`src/rtl/lbp_pkg.sv`:
```
// Shared types and constants for the 3x3 local binary pattern block.
package lbp_pkg;

	// Field widths
	localparam int PIX_W  = 8;
	localparam int CODE_W = 8;
	localparam int WID_W  = 11;
	localparam int HGT_W  = 13;
	localparam int ROW_W  = 12;

	// Image size limits and reset values
	localparam int DIM_MIN      = 3;
	localparam int HEIGHT_MAX   = 4096;
	localparam int WIDTH_RESET  = 100;
	localparam int HEIGHT_RESET = 100;

	// Register indexes (word address)
	localparam logic REG_WIDTH  = 1'b0;
	localparam logic REG_HEIGHT = 1'b1;

	// Code bit positions, top-left then clockwise
	localparam int BIT_TL = 7;
	localparam int BIT_T  = 6;
	localparam int BIT_TR = 5;
	localparam int BIT_R  = 4;
	localparam int BIT_BR = 3;
	localparam int BIT_B  = 2;
	localparam int BIT_BL = 1;
	localparam int BIT_L  = 0;

	// Result queue between front and back
	localparam int QUEUE_DEPTH = 4;
	localparam int QPTR_W      = 2;
	localparam int QCNT_W      = 3;

	typedef struct packed {
		logic [CODE_W-1:0] code;
		logic              last;
	} result_t;

	typedef struct packed {
		logic [QCNT_W-1:0] count;
		logic              full;
		logic              empty;
	} queue_stat_t;

endpackage

```
`src/rtl/lbp_queue.sv`:
```
// Small result queue between front and back ends.
module lbp_queue (
	input  logic                  clk,
	input  logic                  arst_n,
	input  logic                  push,
	input  lbp_pkg::result_t      push_data,
	input  logic                  pop,
	output lbp_pkg::result_t      pop_data,
	output lbp_pkg::queue_stat_t  stat
);
	import lbp_pkg::*;

	result_t           slot_q [QUEUE_DEPTH];
	logic [QPTR_W-1:0] wr_ptr_q;
	logic [QPTR_W-1:0] rd_ptr_q;
	logic [QCNT_W-1:0] count_q;

	// Entry storage
	always_ff @(posedge clk) begin
		if (push) begin
			slot_q[wr_ptr_q] <= push_data;
		end
	end

	// Pointers and fill count
	always_ff @(posedge clk or negedge arst_n) begin
		if (!arst_n) begin
			wr_ptr_q <= '0;
			rd_ptr_q <= '0;
			count_q  <= '0;
		end else begin
			if (push) begin
				wr_ptr_q <= wr_ptr_q + QPTR_W'(1);
			end
			if (pop) begin
				rd_ptr_q <= rd_ptr_q + QPTR_W'(1);
			end
			case ({push, pop})
				2'b10:   count_q <= count_q + QCNT_W'(1);
				2'b01:   count_q <= count_q - QCNT_W'(1);
				default: count_q <= count_q;
			endcase
		end
	end

	assign pop_data   = slot_q[rd_ptr_q];
	assign stat.count = count_q;
	assign stat.full  = count_q == QCNT_W'(QUEUE_DEPTH);
	assign stat.empty = count_q == '0;

endmodule

```
`config.mk`:
```
export PLATFORM = sky130hd
export DESIGN_NAME = lbp_queue
export DESIGN_NICKNAME = d
export VERILOG_FILES = /design/src/rtl/lbp_pkg.sv /design/src/rtl/lbp_queue.sv
export SDC_FILE = /design/constraint.sdc
export NUM_CORES = 1
export LEC_CHECK = 0
export ABC_AREA = 1
export CORE_MARGIN = 4
export CORE_UTILIZATION = 40
export DETAILED_ROUTE_END_ITERATION = 12
export DONT_BUFFER_PORTS = 1
export SYNTH_ARGS = -nofsm -noshare
export SYNTH_HDL_FRONTEND = slang
export SYNTH_SLANG_ARGS = --single-unit
```
`constraint.sdc`:
```
create_clock -name clk -period 2.3 [get_ports clk]
set_clock_uncertainty 0.1 [all_clocks]
set_input_delay 0.115 -clock clk [delete_from_list [all_inputs] [get_ports clk]]
set_output_delay 0.115 -clock clk [all_outputs]
set_load 0.01 [all_outputs]
```
==> run metrics <==
startpoint class of the critical path=register; total of buffers placed on input and output ports=0; floorplan die width=77.38 um; CP arrival=1.32 ns; initial cell density of the core=0.4275; min-delay worst type=primary input to register; met2 wire len=approximately 1600 um; global router's overall resource usage=0.1176; met3 WL post-DR=182 um; post-layout instance count excluding filler cells=~220; Final HPWL DP=around 2200 um; Crit path required time=about 2.1 ns; kind of critical path=register to primary output; clock tree buffer depth=2; Crit path largest cell delay=0.37 ns; Area growth, synth to finish=12.22%; area of the die=roughly 6000 um^2; gate count after technology mapping=153; cell with the biggest individual delay on the critical path=sky130_fd_sc_hd__buf_4; layout cells sized above 1=0.1138; flip-flop and latch count after synthesis=between 40 and 50; CTS root buffer=sky130_fd_sc_hd__clkbuf_8; vias per std cell=approximately 5; Routed WL=between 3000 and 4000 um; Worst VDD drop=a little over 0.5 mV; count of buffering cells on the critical path with inverters included=1; share of synthesized area occupied by flip-flops and latches=0.6524; residual antenna-violating net count after detailed routing=0; top library cells by usage in the layout, fill and taps aside=sky130_fd_sc_hd__nand2_1, sky130_fd_sc_hd__edfxtp_1, sky130_fd_sc_hd__inv_1, sky130_fd_sc_hd__dlygate4sd3_1, sky130_fd_sc_hd__o211ai_2; CP endpoint kind=primary output; global-route congestion overflow total=0; Least-Margin Pin Slew=between 0.5 and 0.6 ns; cell class contributing the biggest share of worst-path delay=buffers and inverters; Die Y-Extent=slightly below 80 um; number of detailed-route iterations in the first pass=4; leading cell type in the layout, fill and taps excluded=sky130_fd_sc_hd__nand2_1; routed length on met1=approximately 1400 um; unrepaired setup endpoints after global routing=no; largest fanout on the critical path=38; via count=approximately 1100; largest net degree at the start of global routing=39; Yosys warnings=0; clock network latency to the later pin of the worst-skew pair=between 0.2 and 0.3 ns; number of sinks driven by the clock tree=43; final worst hold slack=~0.016 ns; site row count=24; setup TNS=0 ns; Total Nets Final=186; cell-by-cell listing of the critical path=buf_4 > nand2_1 > o211ai_1 > nand2_1; TritonCTS buffer count=5; final routed DRC violation total=0; top sig layer=met4; antenna fix cells=0; total number of H-tree levels=2; instance count after placement with tap cells included=200; Tmin final=between 1.5 and 2 ns; Hold Violations, Final=0; initial antenna violation count=0; DR WL/cell=14.72 um; first-pass GRT wire length=5285 um; Relative slew margins=0.6662; setup bufs post-CTS=0; average size of a mapped cell=12.59 um^2; CTS tree=yes; Cell Area, Synth=1926 um^2; Std-Cell Core Area=approximately 4500 um^2; Post-CTS Hold Buffers=12; most frequent cell on the critical path=sky130_fd_sc_hd__nand2_1; highest achievable clock rate=between 0.6 and 0.7 GHz; run status=complete, no violations; max-slew violation total from the final report=0; post-cts gate resize count=0; unique cell type count in the Yosys netlist=20; leakage component of the power=0.9128 nW; number of maximum-capacitance constraint violations=0; count of boundary I/O pins=27; starting DRC count in detailed routing=51; synthesized netlist net count=approximately 170; final critical-path share of the clock period=0.6683; Worst-path clk slew=0.07 ns; via count of the first global-routing pass=between 1000 and 1500; Finish-stage setup viols=0; pwr dens=1176 nW/um^2; GPL Wtd Cong=0.7626
## synth_stat cells (all sizes together)
cell	number	area (um^2)
buf	6	60.06
o21ai	2	10.01
inv	32	125.1
xor2	3	33.79
fa	1	20.02
o211ai	18	185.2
edfxtp	36	1081
xnor2	1	8.760
ha	5	62.56
nor3	2	10.01
nand2	38	142.6
dfrtp	7	175.2
nand4	1	6.260
nand3	1	5.000
## registers in the layout, summed over array words and instances, names as in the netlist
signal and flops:
slot_q 36, wr_ptr_q 2, count_q 3, rd_ptr_q 2
## power breakdown
group          leakage, nW  internal, mW  total [mW]  switching, mW
sequential           0.414          1.04        1.18          0.142
clock               0.0513         0.318       0.552          0.234
combinational        0.448         0.264       0.806          0.542
## final timing paths
| path | from | end | slack [ns] | cells past startpoint |
|---|---|---|---|---|
| min | pop | count_q[0] | 0.02 | 2 |
| min in group asynchronous | arst_n | count_q[2] | 0.06 | 1 |
| max | rd_ptr_q[0] | pop_data[6] | 0.76 | 4 |
| max reg2reg | count_q[0] | count_q[2] | 0.79 | 6 |
| min reg2reg | wr_ptr_q[0] | wr_ptr_q[0] | 0.44 | 1 |
| max in group asynchronous | arst_n | count_q[0] | 1.80 | 1 |
## cells by family (layout without fill, tap and decap cells)
group                      Yosys count  count (layout)  synth area share
AOI/OAI and AO/OA                   20              20            0.1014
and+or+nand+nor                     42              42           0.08512
xor gates and xnor gates             4               4           0.02210
DFF                                 43              43            0.6524
buffers and inverters               38              52           0.09617
adders and majority gates            6               6           0.04289
## final cells by class
cell class	instances	area [um^2]
Tap cell	52	65.06
Multi-Input combinational cell	72	484.2
Sequential cell	43	1256
Fill cell	406	2344
Clock inverter	1	30.03
Clock buffer	6	72.57
Inverter	32	125.1
Timing Repair Buffer	13	127.6
## worst reg2reg max path: stages, from the launching register on
cell,delay (ns)
sky130_fd_sc_hd__dfrtp_1,0.48
sky130_fd_sc_hd__inv_1,0.10
sky130_fd_sc_hd__fa_1,0.44
sky130_fd_sc_hd__nand2_1,0.10
sky130_fd_sc_hd__nand3_1,0.09
sky130_fd_sc_hd__nand2_1,0.07
sky130_fd_sc_hd__nand2_1,0.05
## stage by stage
| stage | setup slack [ns] | cell area, um^2 | power (mW) | utilization |
|---|---|---|---|---|
| after global placement | 0.8495 | 1938 | 1.961 | 0.4303 |
| final | 0.7630 | 2161 | 2.541 | 0.4797 |
| after detailed placement | 0.7888 | 1938 | 2.008 | 0.4303 |
| after floorplan | 0.8948 | 1926 | 1.908 | - |
| after global routing | 0.6313 | 2161 | 2.730 | 0.4797 |
| after CTS | 0.7309 | 2161 | 2.582 | 0.4797 |
## layer usage
| layer | up-vias | GRT usage |
|---|---|---|
| li1 | 532 | - |
| met1 | 536 | 0.1313 |
| met2 | 21 | 0.1960 |
| met3 | 8 | 0.04745 |
| met4 | 0 | 0.05694 |
| met5 | - | 0 |
No activity file was read; power rests on OpenSTA's default activity.
