[config.mk]
export PLATFORM = sky130hd
export DESIGN_NAME = lbp_back_flat
export DESIGN_NICKNAME = d
export VERILOG_FILES = /design/src/rtl/lbp_pkg.sv /design/src/rtl/lbp_if.sv /design/src/rtl/lbp_back.sv /design/src/flat_wrapper.sv
export SDC_FILE = /design/constraint.sdc
export NUM_CORES = 1
export LEC_CHECK = 0
export BUFFER_PORTS_ARGS = -buffer_cell sky130_fd_sc_hd__buf_2
export CAP_MARGIN = 0
export CORE_AREA = 10 10 47 49
export CTS_BUF_LIST = sky130_fd_sc_hd__clkbuf_16
export DETAILED_ROUTE_END_ITERATION = 12
export DIE_AREA = 0 0 57 59
export PLACE_DENSITY = 0.56
export SYNTH_ARGS = -nofsm -noshare
export SYNTH_HDL_FRONTEND = slang
export SYNTH_SLANG_ARGS = --single-unit
[constraint.sdc]
create_clock -name clk -period 1.3 [get_ports clk]
set_clock_uncertainty 0.15 [all_clocks]
set_input_delay 0.13 -clock clk [delete_from_list [all_inputs] [get_ports clk]]
set_output_delay 0.13 -clock clk [all_outputs]
set_load 0.005 [all_outputs]
[src/rtl/lbp_pkg.sv]
// Shared types and constants for the 3x3 local binary pattern block.
package lbp_pkg;

	// Field widths
	localparam int PIX_W  = 8;
	localparam int CODE_W = 8;
	localparam int WID_W  = 11;
	localparam int HGT_W  = 13;
	localparam int ROW_W  = 12;

	// Image size limits and reset values
	localparam int DIM_MIN      = 3;
	localparam int HEIGHT_MAX   = 4096;
	localparam int WIDTH_RESET  = 100;
	localparam int HEIGHT_RESET = 100;

	// Register indexes (word address)
	localparam logic REG_WIDTH  = 1'b0;
	localparam logic REG_HEIGHT = 1'b1;

	// Code bit positions, top-left then clockwise
	localparam int BIT_TL = 7;
	localparam int BIT_T  = 6;
	localparam int BIT_TR = 5;
	localparam int BIT_R  = 4;
	localparam int BIT_BR = 3;
	localparam int BIT_B  = 2;
	localparam int BIT_BL = 1;
	localparam int BIT_L  = 0;

	// Result queue between front and back
	localparam int QUEUE_DEPTH = 4;
	localparam int QPTR_W      = 2;
	localparam int QCNT_W      = 3;

	typedef struct packed {
		logic [CODE_W-1:0] code;
		logic              last;
	} result_t;

	typedef struct packed {
		logic [QCNT_W-1:0] count;
		logic              full;
		logic              empty;
	} queue_stat_t;

endpackage

[src/rtl/lbp_if.sv]


interface lbp_code_if;
	logic       valid;
	logic       ready;
	logic [7:0] pattern_code;
	logic       frame_last;

	modport source (output valid, output pattern_code, output frame_last, input ready);
	modport sink (input valid, input pattern_code, input frame_last, output ready);
endinterface

[src/rtl/lbp_back.sv]
// Back end: moves queued results into the output register.
module lbp_back (
	input  logic                  clk,
	input  logic                  arst_n,
	input  lbp_pkg::queue_stat_t  q_stat,
	input  lbp_pkg::result_t      q_data,
	output logic                  pop,
	lbp_code_if.source            codes
);
	import lbp_pkg::*;

	logic    out_valid_q;
	result_t out_q;

	// Load whenever the register is empty or being drained
	assign pop = !q_stat.empty && (!out_valid_q || codes.ready);

	always_ff @(posedge clk or negedge arst_n) begin
		if (!arst_n) begin
			out_valid_q <= 1'b0;
		end else if (!out_valid_q || codes.ready) begin
			out_valid_q <= !q_stat.empty;
		end
	end

	always_ff @(posedge clk) begin
		if (pop) begin
			out_q <= q_data;
		end
	end

	assign codes.valid        = out_valid_q;
	assign codes.pattern_code = out_q.code;
	assign codes.frame_last   = out_q.last;

endmodule

[src/flat_wrapper.sv]
// flat-port wrapper written by rule: the top's interface ports become plain ports
module lbp_back_flat import lbp_pkg::*;
  (clk, arst_n, q_stat, q_data, pop, codes_valid, codes_pattern_code, codes_frame_last, codes_ready);
  lbp_code_if codes_i ();
  input  logic clk;
  input  logic arst_n;
  input  lbp_pkg::queue_stat_t q_stat;
  input  lbp_pkg::result_t q_data;
  output logic pop;
  output wire logic [$bits(codes_i.valid)-1:0] codes_valid;
  output wire logic [$bits(codes_i.pattern_code)-1:0] codes_pattern_code;
  output wire logic [$bits(codes_i.frame_last)-1:0] codes_frame_last;
  input wire logic [$bits(codes_i.ready)-1:0] codes_ready;
  assign codes_valid = codes_i.valid;
  assign codes_pattern_code = codes_i.pattern_code;
  assign codes_frame_last = codes_i.frame_last;
  assign codes_i.ready = codes_ready;
  lbp_back u_core (.clk(clk), .arst_n(arst_n), .q_stat(q_stat), .q_data(q_data), .pop(pop), .codes(codes_i));
endmodule
==> results.yml, run 1 <==
synthesis:
  synth_seq_cells: 10
  yosys-top-cells-area: "edfxtp_1 (84%), dfrtp_1 (7.8%), a21oi_2 (2.7%)"
  synth_top_area_cell: "edfxtp_1"
  synth_seq_area_share_pct: 92.19
  synth_cells: 14
  yosys_warnings: 0
  syn_avg_cell_area_sq_um: 22.88
  netlist.area_leader.share_pct: 84.38
  syn-num-nets: 31
  synth_cell_types: 5
  synth_area_sq_um: 320.3
timing:
  final-hold-violation-count: 0
  worstMarginPinSlew_ns: 0.1036
  finalSetupViolCount: 0
  final_max_slew_viol_count: 0
  final.min_clock_period_ns: 1.257
  max_freq_mhz: 795.6
  fin_setup_tns_ns: 0
  rsz0062_at_grt: "no"
  slew_headroom_pct: 93.09
  finalCritPeriodShare_pct: 96.68
clock_network:
  cts_buffer_depth: 2
  cts_made_buffers: 3
  cts-htree-levels: 1
  clock-sinks: 10
  clkSlewWorstSetupHoldPaths_ns: 0.04
  cts_tree: "built"
  worstSkewPairLatency_ns: 0.23
  root_buffer: "clkbuf_16"
power_and_ir_drop:
  p_sw_uw: 172.2
  power.density_nw_per_um2: 1456
  p_leak_nw: 0.3174
  ir_drop_mv: 0.7013
  p_comb_share_pct: 9.7
  seqPwrFrac_pct: 37.3
  p_clk_share_pct: 53.0
  intPower_uw: 840.5
  power_mw: 1.013
  swShare_pct: 17.01
global_route:
  grt_start_max_net_pins: 7
  grt_pass1_vias: 331
  grt-ovfl-total: 0
  antenna_found_initial: 0
  grt_usage_pct: 5.723
  grt_pass1_wl_um: 1483
final_layout:
  nFillCells: 141
  nets: 76
  fin_util_pct: 49.64
  multi_input_area_sq_um: 17.52
  regArea_sq_um: 295.3
  drive_above_1_share_pct: 56.90
  syn2layout_area_growth_pct: 117.2
  antenna_cells: 0
detailed_routing:
  vias: 280
  drc: 0
  avgRoutedWirePerCell_um: 12.46
  vias_per_cell: 3.784
  ant_nets: 0
  first_pass_iters: 4
  routed_wl_um: 922
  drtIter0Drc: 3
worst_setup_path:
  cp_max_fo: 5
  reg2reg_depth: 3
  cp-end-kind: "output port"
  cp-start-kind: "register"
  r2r_start: "u_core.codes.valid"
  cp.required_ns: 1.02
  path_class: "reg2out"
  rr_endpoint: "u_core.codes.pattern_code[2]"
  r2r_slack_ns: 0.10
  arrival_ns: 0.98
floorplanning:
  die_h_um: 59
  num_rows: 14
  core_sq_um: 1401
  num_io_pins: 28
  die_w_um: 57
  dieArea_sq_um: 3363
  initial_core_util_pct: 22.86
worst_hold_path:
  hold_class: "in2async"
placed_design:
  globalplace.congestion: 0.5941
  port_buffers: 23
flow_run:
  drv_cap: 0
outcome:
  status: "finished, final reports clean"
==> metrics by stage <==
stage | hold slack [ns] | area [sq um] | instances | setup WS [ns]
6_report | 0.05111 | 695.7 | 74 | 0.04315
5_1_grt | 0.06128 | 695.7 | 74 | 0.009474
4_1_cts | 0.04848 | 688.2 | 73 | 0.01999
3_5_place_dp | -0.2442 | 462.9 | 54 | 0.1631
3_3_place_gp | -0.2446 | 462.9 | 54 | 0.1661
2_1_floorplan | -0.3156 | 320.3 | 14 | 0.01149
==> layout make-up <==
type	count	area share [%]
sequential	10	42.45
tap	16	2.878
clock inverter	1	0.5396
inverter	2	1.079
multi-input combinational	2	2.518
timing repair buffer	40	39.75
clock buffer	3	10.79
==> power by group through the flow <==
stage | clock network, mW | logic (mW) | registers [mW]
final | 0.536 | 0.0984 | 0.378
after detailed placement | 0 | 0.0567 | 0.383
after floorplan | 0 | 0.0107 | 0.387
after global routing | 0.566 | 0.108 | 0.380
after global placement | 0 | 0.0561 | 0.383
after CTS | 0.537 | 0.0953 | 0.379
==> placed cells by master, fill, tap and decap left out, drive strengths merged <==
| cell type | netlist | final |
|---|---|---|
| buf | 0 | 28 |
| dlygate4sd3 | 0 | 12 |
| edfxtp | 9 | 9 |
| clkbuf | 0 | 3 |
| inv | 2 | 2 |
| a21oi | 1 | 1 |
| o21ai | 1 | 1 |
| clkinv | 0 | 1 |
| dfrtp | 1 | 1 |
==> cells by family (layout without fill, tap and decap cells) <==
| family | count (synthesis) | count (layout) | synth area share, % |
|---|---|---|---|
| DFF | 10 | 10 | 92.19 |
| AOI/OAI and AO/OA | 2 | 2 | 5.470 |
| buffers and inverters | 2 | 46 | 2.345 |
==> worst max path at each step <==
stage	cells past startpoint	start	end
after global placement	2	u_core.codes.valid	u_core.codes.pattern_code[1]
final	3	u_core.codes.valid	pop
after floorplan	1	u_core.codes.valid	u_core.codes.frame_last
after detailed placement	2	u_core.codes.valid	u_core.codes.pattern_code[3]
after global routing	3	u_core.codes.valid	pop
after CTS	3	u_core.codes.valid	pop
==> critical path, cell delays in order, from the launching register on <==
cell and delay, ns:
dfrtp_1 0.38, a21oi_2 0.13, buf_6 0.12, buf_2 0.11
==> layer usage <==
metal | part of all wire (%) | up-vias | global-route usage [%]
li1 | - | 138 | -
met3 | 14 | 0 | 4.292
met2 | 50 | 13 | 8.992
met1 | 36 | 129 | 5.386
met4 | 0 | 0 | 3.020
met5 | 0 | - | 0
==> registers in the layout, indices dropped and copies added, names as in the netlist <==
register and flops:
u_core.codes.frame_last 1, u_core.codes.pattern_code 8, u_core.codes.valid 1
==> what timing repair did <==
item                                    4_1_cts  5_1_grt
hold buffers                                 12        0
endpoints found under the setup margin        1        1
hold endpoints to repair                     11        0
gates cloned                                  0        0
setup buffers                                 3        1
gates resized for setup                       1        0
==> synth_stat cells <==
cell type	n
dfrtp_1	1
inv_1	2
edfxtp_1	9
o21ai_2	1
a21oi_2	1
Note: power is estimated with default switching activity, not from simulation.
==> run 2, diff against run 1 <==
--- a/config.mk
+++ b/config.mk
@@ -12,4 +12,5 @@
 export DETAILED_ROUTE_END_ITERATION = 12
 export DIE_AREA = 0 0 57 59
+export MAX_ROUTING_LAYER = met4
 export PLACE_DENSITY = 0.56
 export SYNTH_ARGS = -nofsm -noshare
==> constraint.sdc (replaced) <==
create_clock -name clk -period 1.3 [get_ports clk]
set_clock_uncertainty 0.15 [all_clocks]
set_input_delay 0.13 -clock clk [delete_from_list [all_inputs] [get_ports clk]]
set_output_delay 0.13 -clock clk [all_outputs]
set_load 0.05 [all_outputs]
==> results.yml, run 2 (same netlist as run 1, synthesis figures left out) <==
outcome:
  status: "finished, final reports clean"
global_route:
  grt_pass1_vias: 289
  grt-ovfl-total: 0
  antenna_found_initial: 0
  grt_start_max_net_pins: 7
  grt_pass1_wl_um: 1290
  grt_usage_pct: 5.398
final_layout:
  antenna_cells: 0
  drive_above_1_share_pct: 57.14
  nets: 74
  fin_util_pct: 50.27
  largest_register_ffs: 8
  syn2layout_area_growth_pct: 119.9
  final_cell_mix: "buf_2 (22), dlygate4sd3_1 (12), edfxtp_1 (9)"
  final_common_cell: "buf_2"
worst_setup_path:
  cp-start-kind: "register"
  arrival_ns: 0.98
  cp-end-kind: "output port"
  cp.required_ns: 1.02
  cp_max_fo: 3
  path_class: "reg2out"
placed_design:
  hpwl_um: 629.2
  globalplace.congestion: 0.6295
  port_buffers: 23
clock_network:
  cts_made_buffers: 3
  root_buffer: "clkbuf_16"
  cts_tree: "built"
  cts_buffer_depth: 2
  cts-htree-levels: 1
  clock-sinks: 10
  clkSlewWorstSetupHoldPaths_ns: 0.04
  worstSkewPairLatency_ns: 0.23
worst_hold_path:
  hold_class: "in2async"
timing:
  worstMarginPinSlew_ns: 0.2578
  max_freq_mhz: 794.7
  finalCritPeriodShare_pct: 96.79
  final.min_clock_period_ns: 1.258
  final-hold-violation-count: 0
  final_max_slew_viol_count: 0
  finalSetupViolCount: 0
  slew_headroom_pct: 82.93
  rsz0062_at_grt: "no"
detailed_routing:
  drtIter0Drc: 0
  vias: 270
  vias_per_cell: 3.750
  ant_nets: 0
  first_pass_iters: 1
  routed_wl_um: 827
  avgRoutedWirePerCell_um: 11.49
  drc: 0
floorplanning:
  die_h_um: 59
  die_w_um: 57
  initial_core_util_pct: 22.86
  num_rows: 14
  num_io_pins: 28
  dieArea_sq_um: 3363
  core_sq_um: 1401
power_and_ir_drop:
  p_leak_nw: 0.3165
  power_mw: 1.086
  power.density_nw_per_um2: 1542
  ir_drop_mv: 1.020
flow_run:
  drv_cap: 0
==> run 2: per-layer routing <==
metal  global-route usage, %  part of all wire (%)
met3                   4.506                    14
met4                   4.027                   2.2
met1                   5.037                    42
met5                       -                     0
met2                   7.132                    42
==> run 2: path summary, 6_finish.rpt <==
| kind | slack [ns] | cells after the start | start | endpoint |
|---|---|---|---|---|
| max in group asynchronous | 0.85 | 2 | arst_n | u_core.codes.valid |
| max reg2reg | 0.06 | 3 | u_core.codes.valid | u_core.codes.frame_last |
| max | 0.04 | 2 | u_core.codes.valid | pop |
| min reg2reg | 0.43 | 2 | u_core.codes.valid | u_core.codes.valid |
| min in group clk | 0.20 | 3 | q_stat[0] | u_core.codes.pattern_code[4] |
| min | 0.06 | 2 | arst_n | u_core.codes.valid |
==> run 2: area by class of cell <==
cell class                      instances  area, sq um
Inverter                                2        7.507
Fill cell                             124        696.9
Multi-Input combinational cell          2        25.02
Timing Repair Buffer                   38        276.5
Clock buffer                            3        75.07
Tap cell                               16        20.02
Clock inverter                          1        3.754
Sequential cell                        10        296.5
==> run 2: report_power, final <==
group	switching [mW]	internal (mW)	total [mW]
sequential	0.00515	0.374	0.379
combinational	0.0984	0.0677	0.166
clock	0.138	0.402	0.541
==> run 2: what timing repair did <==
item | CTS | global route
hold buffers | 12 | 0
setup endpoints to repair | 1 | 0
buffers inserted | 1 | 0
hold endpoints to repair | 11 | 0
gates resized for setup | 2 | 0
==> run 2: critical path, cell delays in order (launching register included) <==
cell	delay [ns]
dfrtp_2	0.42
a21oi_4	0.15
buf_6	0.18
==> run 2: stage by stage <==
| stage | setup TNS [ns] | hold slack [ns] | worst slack (ns) | instances | instance area (sq um) |
|---|---|---|---|---|---|
| global route | 0 | 0.07421 | 0.006008 | 72 | 704.4 |
| floorplan | -2.375 | -0.3156 | -0.2620 | 14 | 329.1 |
| global placement | 0 | -0.2446 | 0.09820 | 55 | 491.7 |
| CTS | 0 | 0.03983 | 0.02776 | 72 | 704.4 |
| finish | 0 | 0.05668 | 0.04170 | 72 | 704.4 |
| detailed placement | 0 | -0.2431 | 0.09472 | 55 | 491.7 |
